### config.mk
export PLATFORM = sky130hd
export DESIGN_NAME = stepper_command_frame_encoder_top
export DESIGN_NICKNAME = d
export VERILOG_FILES = /design/src/scfe_pkg.sv /design/src/stepper_command_frame_encoder_top.sv /design/src/scfe_front.sv /design/src/scfe_queue.sv /design/src/scfe_back.sv
export SDC_FILE = /design/constraint.sdc
export NUM_CORES = 1
export LEC_CHECK = 0
export BUFFER_PORTS_ARGS = -buffer_cell sky130_fd_sc_hd__buf_2
export CORE_UTILIZATION = 45
export CTS_CLUSTER_SIZE = 28
export DETAILED_ROUTE_END_ITERATION = 7
export GPL_TIMING_DRIVEN = 0
export PLACE_DENSITY_LB_ADDON = 0.12
export RECOVER_POWER = 100
export SYNTH_ARGS = -nofsm -noshare
export SYNTH_HDL_FRONTEND = slang
export SYNTH_HIERARCHICAL = 1
export SYNTH_SLANG_ARGS = --single-unit
### constraint.sdc
create_clock -name clk -period 7.2 [get_ports clk]
set_input_delay 2.16 -clock clk [delete_from_list [all_inputs] [get_ports clk]]
set_output_delay 2.16 -clock clk [all_outputs]
set_load 0.005 [all_outputs]
### src/scfe_pkg.sv
// Shared types, constants and helpers of the stepper command frame encoder.
package scfe_pkg;

    localparam int QUEUE_DEPTH = 2;
    localparam int QPTR_W      = (QUEUE_DEPTH > 1) ? $clog2(QUEUE_DEPTH) : 1;
    localparam int QCNT_W      = $clog2(QUEUE_DEPTH + 1);

    localparam int NUM_REGS    = 7;
    localparam int CFG_IDX_W   = 3;
    localparam int CFG_DATA_W  = 32;
    localparam int SPEED_W     = 12;
    localparam int BYTE_IDX_W  = 4;

    // register indexes
    localparam logic [CFG_IDX_W-1:0] REG_MOTOR_ID     = 3'd0;
    localparam logic [CFG_IDX_W-1:0] REG_DEFAULT_SPD  = 3'd1;
    localparam logic [CFG_IDX_W-1:0] REG_SWEEP_PULSES = 3'd2;
    localparam logic [CFG_IDX_W-1:0] REG_PULSES_PX    = 3'd3;
    localparam logic [CFG_IDX_W-1:0] REG_DEADBAND     = 3'd4;
    localparam logic [CFG_IDX_W-1:0] REG_CENTER_MAX   = 3'd5;
    localparam logic [CFG_IDX_W-1:0] REG_INVERT_DIR   = 3'd6;

    // command codes
    localparam logic [2:0] CMD_ENABLE = 3'd0;
    localparam logic [2:0] CMD_RUN    = 3'd1;
    localparam logic [2:0] CMD_STOP   = 3'd2;
    localparam logic [2:0] CMD_MOVE   = 3'd3;
    localparam logic [2:0] CMD_CENTER = 3'd4;
    localparam logic [2:0] CMD_SWEEP  = 3'd5;

    // frame bytes
    localparam logic [7:0] OP_ENABLE  = 8'hF3;
    localparam logic [7:0] ENABLE_ARG = 8'hAB;
    localparam logic [7:0] OP_SPEED   = 8'hF6;
    localparam logic [7:0] OP_MOVE    = 8'hFD;
    localparam logic [7:0] TAIL_BYTE  = 8'h6B;
    localparam logic [7:0] CODE_POS   = 8'h01;
    localparam logic [7:0] CODE_NEG   = 8'h00;
    localparam logic [7:0] PAD_BYTE   = 8'h00;

    localparam logic [15:0] SPEED_LIMIT = 16'd3000;

    // last byte index of each frame kind
    localparam logic [BYTE_IDX_W-1:0] LAST_ENABLE = 4'd3;
    localparam logic [BYTE_IDX_W-1:0] LAST_SPEED  = 4'd7;
    localparam logic [BYTE_IDX_W-1:0] LAST_MOVE   = 4'd12;

    typedef enum logic [1:0] {
        FRAME_ENABLE,
        FRAME_SPEED,
        FRAME_MOVE
    } frame_kind_t;

    typedef struct packed {
        logic [2:0]         cmd;
        logic               dir_positive;
        logic [15:0]        speed;
        logic [31:0]        pulse_count;
        logic signed [15:0] pixel_error;
    } command_t;

    typedef struct packed {
        logic [7:0] frame_byte;
        logic       last_byte;
    } result_t;

    typedef struct packed {
        logic [7:0]  motor_id;
        logic [15:0] default_speed;
        logic [31:0] sweep_pulses;
        logic [7:0]  pulses_per_pixel;
        logic [14:0] deadband_px;
        logic [31:0] center_max_pulses;
        logic        invert_direction;
    } cfg_t;

    // one classified frame, waiting for the back end
    typedef struct packed {
        frame_kind_t        kind;
        logic               positive;
        logic [SPEED_W-1:0] speed;
        logic [31:0]        pulses;
    } frame_desc_t;

    typedef struct packed {
        logic [QCNT_W-1:0] count;
        logic              empty;
        logic              full;
    } q_status_t;

    function automatic logic [SPEED_W-1:0] clamp_speed(input logic [15:0] s);
        logic [15:0] c;
        c = (s > SPEED_LIMIT) ? SPEED_LIMIT : s;
        return c[SPEED_W-1:0];
    endfunction

endpackage

### src/stepper_command_frame_encoder_top.sv
// Top level of the stepper command frame encoder: config registers, front, queue, back.
//
// Use:
//   - Command channel: drive command and raise start; the item is taken at a
//     rising edge where start is high and busy is low.
//   - Result channel: each frame byte shows on result for one cycle with
//     result_valid high; result.last_byte marks the end of the frame. The
//     receiver cannot stall; bytes leave back to back.
//   - Config channel: cfg_valid/cfg_ready with cfg_index and cfg_data;
//     cfg_ready is always high, indexes past the register list are dropped.
//     Write only while the block is idle.
// Path: the first byte passes the front stage register, the queue, the
// back end's descriptor register and the output register on its way out.
// Throughput: the back end sends one byte a cycle; frames are 4, 8 or 13
// bytes long (enable, speed/stop, move). The two-entry queue lets
// the front take commands while a frame is going out; busy rises when the
// queue plus the front stage hold two items. Unused command codes pass the
// front stage and give no bytes.
// Reset: config registers go to their defaults, queue and back end empty.
module stepper_command_frame_encoder_top (
    input  logic                                clk,
    input  logic                                rst_n,
    input  logic                                start,
    output logic                                busy,
    input  scfe_pkg::command_t                  command,
    output logic                                result_valid,
    output scfe_pkg::result_t                   result,
    input  logic                                cfg_valid,
    output logic                                cfg_ready,
    input  logic [scfe_pkg::CFG_IDX_W-1:0]      cfg_index,
    input  logic [scfe_pkg::CFG_DATA_W-1:0]     cfg_data
);

    scfe_pkg::cfg_t         cfg_reg;
    scfe_pkg::q_status_t    q_status;
    scfe_pkg::frame_desc_t  push_desc;
    scfe_pkg::frame_desc_t  pop_desc;
    logic                   q_push;
    logic                   q_pop;
    logic                   cfg_we;

    // config port never stalls
    assign cfg_ready = 1'b1;
    assign cfg_we    = cfg_valid && cfg_ready;

    always_ff @(posedge clk or negedge rst_n)
    begin
        if (!rst_n)
        begin
            cfg_reg.motor_id          <= 8'd1;
            cfg_reg.default_speed     <= 16'd180;
            cfg_reg.sweep_pulses      <= 32'd700;
            cfg_reg.pulses_per_pixel  <= 8'd6;
            cfg_reg.deadband_px       <= 15'd18;
            cfg_reg.center_max_pulses <= 32'd1200;
            cfg_reg.invert_direction  <= 1'b0;
        end
        else if (cfg_we)
        begin
            unique case (cfg_index)
                scfe_pkg::REG_MOTOR_ID:     cfg_reg.motor_id          <= cfg_data[7:0];
                scfe_pkg::REG_DEFAULT_SPD:  cfg_reg.default_speed     <= cfg_data[15:0];
                scfe_pkg::REG_SWEEP_PULSES: cfg_reg.sweep_pulses      <= cfg_data;
                scfe_pkg::REG_PULSES_PX:    cfg_reg.pulses_per_pixel  <= cfg_data[7:0];
                scfe_pkg::REG_DEADBAND:     cfg_reg.deadband_px       <= cfg_data[14:0];
                scfe_pkg::REG_CENTER_MAX:   cfg_reg.center_max_pulses <= cfg_data;
                scfe_pkg::REG_INVERT_DIR:   cfg_reg.invert_direction  <= cfg_data[0];
                default:
                begin
                    // index beyond the register list: dropped
                end
            endcase
        end
    end

    // front: accept, scale, classify
    scfe_front u_front (
        .clk       (clk),
        .rst_n     (rst_n),
        .start     (start),
        .busy      (busy),
        .command   (command),
        .cfg       (cfg_reg),
        .q_status  (q_status),
        .push      (q_push),
        .push_desc (push_desc)
    );

    scfe_queue u_queue (
        .clk       (clk),
        .rst_n     (rst_n),
        .push      (q_push),
        .push_desc (push_desc),
        .pop       (q_pop),
        .pop_desc  (pop_desc),
        .status    (q_status)
    );

    // back: byte sequencer and output register
    scfe_back u_back (
        .clk          (clk),
        .rst_n        (rst_n),
        .cfg          (cfg_reg),
        .q_status     (q_status),
        .pop_desc     (pop_desc),
        .pop          (q_pop),
        .result_valid (result_valid),
        .result       (result)
    );

    // busy must keep the queue from overflowing
    a_no_push_when_full: assert property (@(posedge clk) disable iff (!rst_n)
        q_push |-> (!q_status.full || q_pop))
        else $error("descriptor pushed into a full queue");

    a_no_pop_when_empty: assert property (@(posedge clk) disable iff (!rst_n)
        q_pop |-> !q_status.empty)
        else $error("descriptor popped from an empty queue");

    // bytes of one frame leave without gaps
    a_frame_contiguous: assert property (@(posedge clk) disable iff (!rst_n)
        (result_valid && !result.last_byte) |=> result_valid)
        else $error("gap inside a frame");

endmodule

### src/scfe_front.sv
// Front end: takes commands, scales the centering error, classifies into frame descriptors.
module scfe_front (
    input  logic                   clk,
    input  logic                   rst_n,
    input  logic                   start,
    output logic                   busy,
    input  scfe_pkg::command_t     command,
    input  scfe_pkg::cfg_t         cfg,
    input  scfe_pkg::q_status_t    q_status,
    output logic                   push,
    output scfe_pkg::frame_desc_t  push_desc
);

    logic                           stg_valid_reg, stg_valid_next;
    logic [2:0]                     stg_cmd_reg;
    logic                           stg_pos_reg;
    logic [scfe_pkg::SPEED_W-1:0]   stg_speed_reg;
    logic [31:0]                    stg_pulses_reg;
    logic                           stg_neg_reg;
    logic                           stg_nonzero_reg;
    logic                           stg_dead_reg;
    logic [24:0]                    stg_prod_reg;

    logic        accept;
    logic [16:0] mag;
    logic [scfe_pkg::QCNT_W:0] pending;

    assign pending = {1'b0, q_status.count} + {{scfe_pkg::QCNT_W{1'b0}}, stg_valid_reg};
    assign busy    = (pending >= (scfe_pkg::QCNT_W + 1)'(scfe_pkg::QUEUE_DEPTH));
    assign accept  = start && !busy;

    assign mag = command.pixel_error[15] ? (17'h10000 - {1'b0, command.pixel_error})
                                         : {1'b0, command.pixel_error};

    assign stg_valid_next = accept;

    always_ff @(posedge clk or negedge rst_n)
    begin
        if (!rst_n)
        begin
            stg_valid_reg <= 1'b0;
        end
        else
        begin
            stg_valid_reg <= stg_valid_next;
        end
    end

    always_ff @(posedge clk)
    begin
        if (accept)
        begin
            stg_cmd_reg     <= command.cmd;
            stg_pos_reg     <= command.dir_positive;
            stg_speed_reg   <= scfe_pkg::clamp_speed(command.speed);
            stg_pulses_reg  <= command.pulse_count;
            stg_neg_reg     <= command.pixel_error[15];
            stg_nonzero_reg <= (command.pixel_error != 16'sd0);
            stg_dead_reg    <= (mag <= {2'b00, cfg.deadband_px});
            stg_prod_reg    <= {8'd0, mag} * {17'd0, cfg.pulses_per_pixel};
        end
    end

    // classification, after the registered product
    logic [31:0] center_p;
    scfe_pkg::frame_desc_t stop_desc;

    assign center_p = ({7'd0, stg_prod_reg} > cfg.center_max_pulses)
                      ? cfg.center_max_pulses : {7'd0, stg_prod_reg};

    always_comb
    begin
        stop_desc.kind     = scfe_pkg::FRAME_SPEED;
        stop_desc.positive = 1'b1;
        stop_desc.speed    = '0;
        stop_desc.pulses   = '0;

        push      = stg_valid_reg;
        push_desc = stop_desc;
        unique case (stg_cmd_reg)
            scfe_pkg::CMD_ENABLE:
            begin
                push_desc.kind = scfe_pkg::FRAME_ENABLE;
            end
            scfe_pkg::CMD_RUN:
            begin
                push_desc.positive = stg_pos_reg;
                push_desc.speed    = stg_speed_reg;
            end
            scfe_pkg::CMD_STOP:
            begin
                push_desc = stop_desc;
            end
            scfe_pkg::CMD_MOVE:
            begin
                if (stg_pulses_reg != 32'd0)
                begin
                    push_desc.kind     = scfe_pkg::FRAME_MOVE;
                    push_desc.positive = stg_pos_reg;
                    push_desc.speed    = stg_speed_reg;
                    push_desc.pulses   = stg_pulses_reg;
                end
            end
            scfe_pkg::CMD_CENTER:
            begin
                if (!stg_dead_reg && center_p != 32'd0)
                begin
                    push_desc.kind     = scfe_pkg::FRAME_MOVE;
                    push_desc.positive = !stg_neg_reg && stg_nonzero_reg;
                    push_desc.speed    = scfe_pkg::clamp_speed(cfg.default_speed);
                    push_desc.pulses   = center_p;
                end
            end
            scfe_pkg::CMD_SWEEP:
            begin
                if (cfg.sweep_pulses != 32'd0)
                begin
                    push_desc.kind     = scfe_pkg::FRAME_MOVE;
                    push_desc.positive = stg_pos_reg;
                    push_desc.speed    = scfe_pkg::clamp_speed(cfg.default_speed);
                    push_desc.pulses   = cfg.sweep_pulses;
                end
            end
            default:
            begin
                // unused codes give no frame
                push = 1'b0;
            end
        endcase
    end

endmodule

### src/scfe_queue.sv
// Short descriptor queue between front and back ends.
module scfe_queue (
    input  logic                   clk,
    input  logic                   rst_n,
    input  logic                   push,
    input  scfe_pkg::frame_desc_t  push_desc,
    input  logic                   pop,
    output scfe_pkg::frame_desc_t  pop_desc,
    output scfe_pkg::q_status_t    status
);

    scfe_pkg::frame_desc_t             entry_reg [scfe_pkg::QUEUE_DEPTH];
    logic [scfe_pkg::QPTR_W-1:0]       wr_ptr_reg, wr_ptr_next;
    logic [scfe_pkg::QPTR_W-1:0]       rd_ptr_reg, rd_ptr_next;
    logic [scfe_pkg::QCNT_W-1:0]       count_reg, count_next;

    localparam logic [scfe_pkg::QPTR_W-1:0] PTR_LAST =
        scfe_pkg::QPTR_W'(scfe_pkg::QUEUE_DEPTH - 1);

    assign status.count = count_reg;
    assign status.empty = (count_reg == '0);
    assign status.full  = (count_reg == scfe_pkg::QCNT_W'(scfe_pkg::QUEUE_DEPTH));
    assign pop_desc     = entry_reg[rd_ptr_reg];

    always_comb
    begin
        wr_ptr_next = wr_ptr_reg;
        rd_ptr_next = rd_ptr_reg;
        count_next  = count_reg;
        if (push)
        begin
            wr_ptr_next = (wr_ptr_reg == PTR_LAST) ? '0 : wr_ptr_reg + 1'b1;
        end
        if (pop)
        begin
            rd_ptr_next = (rd_ptr_reg == PTR_LAST) ? '0 : rd_ptr_reg + 1'b1;
        end
        if (push && !pop)
        begin
            count_next = count_reg + 1'b1;
        end
        else if (pop && !push)
        begin
            count_next = count_reg - 1'b1;
        end
    end

    always_ff @(posedge clk or negedge rst_n)
    begin
        if (!rst_n)
        begin
            wr_ptr_reg <= '0;
            rd_ptr_reg <= '0;
            count_reg  <= '0;
        end
        else
        begin
            wr_ptr_reg <= wr_ptr_next;
            rd_ptr_reg <= rd_ptr_next;
            count_reg  <= count_next;
        end
    end

    always_ff @(posedge clk)
    begin
        if (push)
        begin
            entry_reg[wr_ptr_reg] <= push_desc;
        end
    end

endmodule

### src/scfe_back.sv
// Back end: walks a frame descriptor out one byte per cycle.
module scfe_back (
    input  logic                   clk,
    input  logic                   rst_n,
    input  scfe_pkg::cfg_t         cfg,
    input  scfe_pkg::q_status_t    q_status,
    input  scfe_pkg::frame_desc_t  pop_desc,
    output logic                   pop,
    output logic                   result_valid,
    output scfe_pkg::result_t      result
);

    scfe_pkg::frame_desc_t            cur_reg;
    logic                             active_reg, active_next;
    logic [scfe_pkg::BYTE_IDX_W-1:0]  idx_reg, idx_next;
    logic                             out_valid_reg;
    scfe_pkg::result_t                out_reg;

    logic [scfe_pkg::BYTE_IDX_W-1:0]  last_idx;
    logic                             at_last;
    logic [7:0]                       cur_byte;
    logic [7:0]                       dir_byte;
    logic [15:0]                      spd16;

    assign dir_byte = (cur_reg.positive ^ cfg.invert_direction)
                      ? scfe_pkg::CODE_POS : scfe_pkg::CODE_NEG;
    assign spd16    = {{(16 - scfe_pkg::SPEED_W){1'b0}}, cur_reg.speed};

    always_comb
    begin
        unique case (cur_reg.kind)
            scfe_pkg::FRAME_ENABLE: last_idx = scfe_pkg::LAST_ENABLE;
            scfe_pkg::FRAME_SPEED:  last_idx = scfe_pkg::LAST_SPEED;
            scfe_pkg::FRAME_MOVE:   last_idx = scfe_pkg::LAST_MOVE;
            default:                last_idx = scfe_pkg::LAST_MOVE;
        endcase
    end

    assign at_last = (idx_reg == last_idx);

    always_comb
    begin
        cur_byte = scfe_pkg::PAD_BYTE;
        unique case (cur_reg.kind)
            scfe_pkg::FRAME_ENABLE:
            begin
                case (idx_reg)
                    4'd0:    cur_byte = cfg.motor_id;
                    4'd1:    cur_byte = scfe_pkg::OP_ENABLE;
                    4'd2:    cur_byte = scfe_pkg::ENABLE_ARG;
                    default: cur_byte = cfg.motor_id + scfe_pkg::OP_ENABLE
                                        + scfe_pkg::ENABLE_ARG;
                endcase
            end
            scfe_pkg::FRAME_SPEED:
            begin
                case (idx_reg)
                    4'd0:    cur_byte = cfg.motor_id;
                    4'd1:    cur_byte = scfe_pkg::OP_SPEED;
                    4'd2:    cur_byte = dir_byte;
                    4'd3:    cur_byte = spd16[15:8];
                    4'd4:    cur_byte = spd16[7:0];
                    4'd7:    cur_byte = scfe_pkg::TAIL_BYTE;
                    default: cur_byte = scfe_pkg::PAD_BYTE;
                endcase
            end
            default:
            begin
                case (idx_reg)
                    4'd0:    cur_byte = cfg.motor_id;
                    4'd1:    cur_byte = scfe_pkg::OP_MOVE;
                    4'd2:    cur_byte = dir_byte;
                    4'd3:    cur_byte = spd16[15:8];
                    4'd4:    cur_byte = spd16[7:0];
                    4'd6:    cur_byte = cur_reg.pulses[31:24];
                    4'd7:    cur_byte = cur_reg.pulses[23:16];
                    4'd8:    cur_byte = cur_reg.pulses[15:8];
                    4'd9:    cur_byte = cur_reg.pulses[7:0];
                    4'd12:   cur_byte = scfe_pkg::TAIL_BYTE;
                    default: cur_byte = scfe_pkg::PAD_BYTE;
                endcase
            end
        endcase
    end

    // take the next frame when idle or on the last byte of the current one
    assign pop = (!active_reg || at_last) && !q_status.empty;

    always_comb
    begin
        active_next = active_reg;
        idx_next    = idx_reg;
        if (pop)
        begin
            active_next = 1'b1;
            idx_next    = '0;
        end
        else if (active_reg && at_last)
        begin
            active_next = 1'b0;
        end
        else if (active_reg)
        begin
            idx_next = idx_reg + 1'b1;
        end
    end

    always_ff @(posedge clk or negedge rst_n)
    begin
        if (!rst_n)
        begin
            active_reg    <= 1'b0;
            idx_reg       <= '0;
            out_valid_reg <= 1'b0;
        end
        else
        begin
            active_reg    <= active_next;
            idx_reg       <= idx_next;
            out_valid_reg <= active_reg;
        end
    end

    always_ff @(posedge clk)
    begin
        if (pop)
        begin
            cur_reg <= pop_desc;
        end
        out_reg.frame_byte <= cur_byte;
        out_reg.last_byte  <= at_last;
    end

    assign result_valid = out_valid_reg;
    assign result       = out_reg;

endmodule

======== After elaboration in Yosys (flattened, before gate mapping) ========
Memories as Yosys holds them, arrays and structs flattened. A register that Yosys moved wholly into a read port is not among the register bits.
Cells that the tools add are included.
W data, S select, Z words.
cells by class
  add/sub/neg operators ................... 9
  multiply operators ...................... 1
  magnitude comparators ................... 5
  equality and inequality tests ........... 23
  muxes and demuxes ....................... 27
  bitwise logic cells ..................... 1
  reduce and logical (&&, ||, !) cells .... 36
operators by type and width
  cell                      count
  $mux W47                  3
  $pmux W32 S3              1
  $reduce_bool A32 Y1       3
  $pmux W8 S10              1
  $pmux W13 S4              1
  $pmux W8 S6               1
  $gt A16 B12 Y1 const B    2
  $gt A25 B32 Y1            1
  $mux W32                  1
  $mul A17 B8 Y25           1
  $pmux W8 S3               1
  $le A17 B15 Y1            1
  $mux W17                  1
  $sub A17 B16 Y17 const A  1
  $add A8 B8 Y8 const B     2
  $pmux W8 S2               1
  $reduce_and A2 Y1         8
  $reduce_bool A16 Y1       1
  $eq A3 B3 Y1 const B      5
  $eq A3 B2 Y1 const B      4
  $eq A4 B3 Y1 const B      3
  $eq A4 B4 Y1 const B      3
  $mux W12                  1
  $mux W4                   3
  25 further kinds          52
word-level totals
  register bits after elaboration ......... 208
  RAM bits ................................ 94
  input port bits ......................... 107
  word-level logic and storage cells ...... 127
  memories kept ........................... 1
memory list
  name               words  width  read ports  clocked after Yosys merged registers in  write ports  RTL line          source
  u_queue.entry_reg  2      47     1           1                                        1            scfe_queue.sv:12  scfe_pkg::frame_desc_t entry_reg [scfe_pkg::QUEUE_DEPTH];

======== Logic depth before layout (Yosys ltp) ========
  depth after elaboration ................. 8
  gate-level depth with buffers ........... 23
  mapped depth without buffers ............ 23

======== By module ========
Netlist, hierarchy kept.
modules (own cells, without submodules)
  module                             instances  cells each  area an instance (µm²)  seq. area each (µm²)
  scfe_front                         1          1018        9467.8                  2307.2
  stepper_command_frame_encoder_top  1          245         4360.4                  2826.5
  scfe_queue                         1          162         3657.3                  2922.8
  scfe_back                          1          248         2947.8                  1741.7

======== Least setup slack after synthesis ========
No wires, ideal clock.
  path kind ............................... input port to flip-flop
  start point ............................. in command[2] (netlist name)
  end point ............................... reg u_front.stg_prod_reg[23] (data pin)
  library setup time ...................... 0.266 ns
  data arrival time ....................... 7.469 ns
  setup slack ............................. -0.535 ns
  cell stages on the path ................. 21
  path buffers ............................ 0
  path through ............................ or3_4 nor3_2 nand3_1 o31ai_1 xor2_1 nor2b_1 fa_1 fa_1 fa_1 inv_1 fa_1 inv_1 ha_1 a21o_1 a21o_1 a21oi_1 o21ai_0 and3_1 a2111oi_0 nor3_1 xor2_1
on the way
  cells in the longest elaborated chain, start to end .. 3
ends and longest elaborated chain
  item                    RTL line                                 source
  start: declaration      stepper_command_frame_encoder_top.sv:25  input scfe_pkg::command_t command,
  $sub A17 B16 Y17        scfe_front.sv:32                         assign mag = command.pixel_error[15] ? (17'h10000 - {1'b0, command.pixel_error})
  $mux W17 (*)            scfe_front.sv:32
  $mul A17 B8 Y25 (*)     scfe_front.sv:60                         stg_prod_reg <= {8'd0, mag} * {17'd0, cfg.pulses_per_pixel};
  end signal: assignment  scfe_front.sv:60
  end: declaration        scfe_front.sv:22                         logic [24:0] stg_prod_reg;
Mark *: on every way between the ends. The rest lies on a longest branch, timed or not.
A chain may end at the register's enable or synchronous reset.

======== Final worst setup path ========
  start point ............................. in command[1] (netlist name)
  end point ............................... reg u_front.stg_prod_reg[18] (data pin)
The elaborated chain is that of the path after synthesis.

==> metrics.md <==
| Metric | Value |
|---|---|
| Hold path depth | `0` |
| Slew HR | `-53.8%` |
| Hold path start | `u_back/active_reg` |
| Crit Path Max Fanout | `5` |
| WL final | `54800 um` |
| Pin count of the biggest net entering global routing | `90` |
| Hold Path Class | `reg -> reg` |
| Clk_lat worst skew | `0.54 ns` |
| Area grow syn2layout | `17.3%` |
| Clock-pin slew on the worst setup and hold paths | `0.06 ns` |
| Placement Setup Slack | `-1.21 ns` |
| Max IR drop VDD | `1.24 mV` |
| Critical path's slowest cell | `fa_1` |
| Row Count | `77` |
| Antenna Nets Post-Route | `0` |
| Pre-antenna DRT Iters | `5` |
| CTS tree | `yes` |
| Post-route clock period utilization | `100%` |
| Worst-case reg-to-reg path depth | `18` |
| Failing checks | `max-capacitance violations, max-slew violations, negative setup slack` |
| Cells after Synth | `1672` |
| Lkg Pwr | `9.69 nW` |
| Worst setup EP type | `flop` |
| Worst R2R Start | `cfg_reg[50]` |
| Reg2reg end | `u_front/stg_prod_reg[18]` |
| Worst setup margin | `-0.0117 ns` |
| Cell family with most CP delay | `adder cells` |
| Power Internal | `7.08 mW` |
| Die Y | `215 um` |
| CP peak stage delay | `0.54 ns` |
| PD cells | `493 nW/um2` |
| Clk sinks | `349` |
| CP Class | `in -> reg` |
| Req. time, crit path | `7.47 ns` |
| I/O pin cnt | `119` |
| Die width | `215 um` |
| Post-Syn Area | `20400 um2` |
| Root buffer cell | `clkbuf_16` |
| Hold Vio Cnt, Final | `0` |
| Starting density of the core | `45.9%` |
| Global Route Usage Sum | `23.9%` |
| Worst Path Buf+Inv | `7` |
| Cell Chain, Critical Path | `buf_2 -> inv_4 -> ha_4 -> inv_1 -> o31a_1 -> xor2_4 -> buf_4 -> and2_1 -> fa_1 -> fa_2 -> fa_1 -> inv_1 -> fa_1 -> inv_1 -> ha_4 -> or4_1 -> o211ai_1 -> buf_4 -> o211ai_1 -> a21o_1 -> a31oi_4 -> nor4bb_1 -> a211o_1` |
| Sw Ratio | `40.1%` |
| Gpl congestion | `0.922` |
| Net switching power | `4.74 mW` |
| Cell count along the critical path | `23` |
| Routed len/inst | `21.7 um` |
| DRC viols | `0` |
| Status | `finished with violations` |
| Flop2flop setup slack | `1.43 ns` |
| H-tree Lvls | `2` |
| Filler cells | `3909` |
| Via density | `5.49` |
| Antenna cells | `0` |
| Vias in the first global route | `14100` |
| PnR Total Power | `11.8 mW` |
| Die area | `46200 um2` |
| Worst-margin pin slew | `2.31 ns` |
| Vias | `13800` |
| Dpl hpwl | `41000 um` |
| Share of power burned in registers | `27.7%` |
| Initial antenna violation count | `2` |
| Clock Path Buffers | `3` |
| Mean post-synth cell area | `12.2 um2` |
| Max reg flops | `112` |
| Fmax | `0.139 GHz` |
| Combinational Power Share | `55.0%` |
| Number of max-cap violations | `10` |
| Setup Skew | `0.0228 ns` |
| Setup crit start kind | `input pin` |
| GRT overflow | `0` |
| # port buffers | `116` |
| Pins over their slew limit | `338` |
| Nets | `2186` |
| TritonCTS buffer count | `38` |
| Worst Path Arrival | `7.48 ns` |
| First-pass GRT wire length | `84000 um` |
| RSZ-0062 raised after global routing | `yes` |
| Fin crit period | `7.21 ns` |
| Synth warn | `6` |
| DR iter-0 viols | `1018` |
| Layout cells sized above 1 | `24.0%` |
| Final TNS setup | `-0.0117 ns` |
| Min-Delay Endpoint | `u_back/result_valid` |
| Placeable core area | `44500 um2` |
| Clk pwr share | `17.3%` |
| # setup viols final | `1` |
[power by group through the flow]
stage	clock network (mW)	logic, mW	registers (mW)
6_report	2.04	6.50	3.28
3_5_place_dp	0	5.90	3.30
5_1_grt	2.17	7.21	3.33
4_1_cts	2.09	6.27	3.26
2_1_floorplan	0	4.33	3.16
3_3_place_gp	0	5.80	3.33
[area by class of cell]
type | instances | area, um2 | area share [%]
clock inverter | 21 | 258 | 1.08
tap | 592 | 741 | 3.09
multi-input combinational | 1088 | 10100 | 42.0
clock buffer | 49 | 1070 | 4.48
timing repair buffer | 179 | 1070 | 4.47
buffer | 62 | 273 | 1.14
sequential | 349 | 9800 | 40.9
inverter | 179 | 677 | 2.83
[worst reg2reg max path: cells and delay by family (launching register included)]
family	cells	cell delay, ns
simple gates	3	0.77
flops	1	0.64
compound gates	5	0.86
buf+inv	5	0.83
fa+ha+maj	5	2.40
[layout by cell type (no fill, tap or decap), types with 9 or more instances in the layout]
cell type  count
nor4_1        33
a21oi_1       77
ha_4          11
inv_2          9
nand3_1       23
buf_6          9
nor2_1        35
nand2_1       64
o21ai_0       61
mux2_2        89
nor2b_1       69
o211ai_1      12
inv_1        168
conb_1         9
fa_1          85
a21o_1        17
ha_1          81
xnor2_1       16
dfxtp_1        9
dfrtp_1      104
edfxtp_1     217
clkbuf_1      62
and2_1        44
nor3_1        14
clkbuf_16     39
nand2b_1      14
mux2_1        67
buf_4         54
xor2_1        10
nand4_1       13
buf_2        115
a22oi_1       34
dfstp_2       18
o22ai_1       10
[routing by layer]
metal | wire, um | up-vias | GRT usage [%]
met5 | 0 | - | 0
met4 | 1870 | 0 | 8.44
met3 | 1740 | 92 | 2.18
met2 | 27900 | 286 | 41.9
met1 | 23300 | 7012 | 31.0
li1 | - | 6429 | -
[metrics by stage]
stage               hold WS [ns]  cell area, um2  std cells  util [%]
global route               0.414           24000       2519      53.8
CTS                        0.400           24100       2507      54.1
finish                     0.393           24000       2519      53.8
detailed placement         0.386           22200       2393      49.8
global placement           0.374           22000       2386      49.5
floorplan                  0.353           20700       1678         -
[worst max-delay path by stage]
stage	start	endpoint
floorplan	command[4]	u_front/stg_prod_reg[18]
global placement	command[4]	u_front/stg_prod_reg[24]
detailed placement	command[15]	u_front/stg_prod_reg[18]
CTS	command[3]	u_front/stg_prod_reg[18]
global route	command[4]	u_front/stg_prod_reg[24]
finish	command[1]	u_front/stg_prod_reg[18]
[repair_timing]
action / CTS / global route
pin swaps: 29 / 23
endpoints found under the setup margin: 13 / 9
hold buffers: 0 / 0
hold endpoints to repair: 0 / 0
gates resized for setup: 38 / 50
buffers inserted: 44 / 12
No activity file was read; power rests on OpenSTA's default activity.
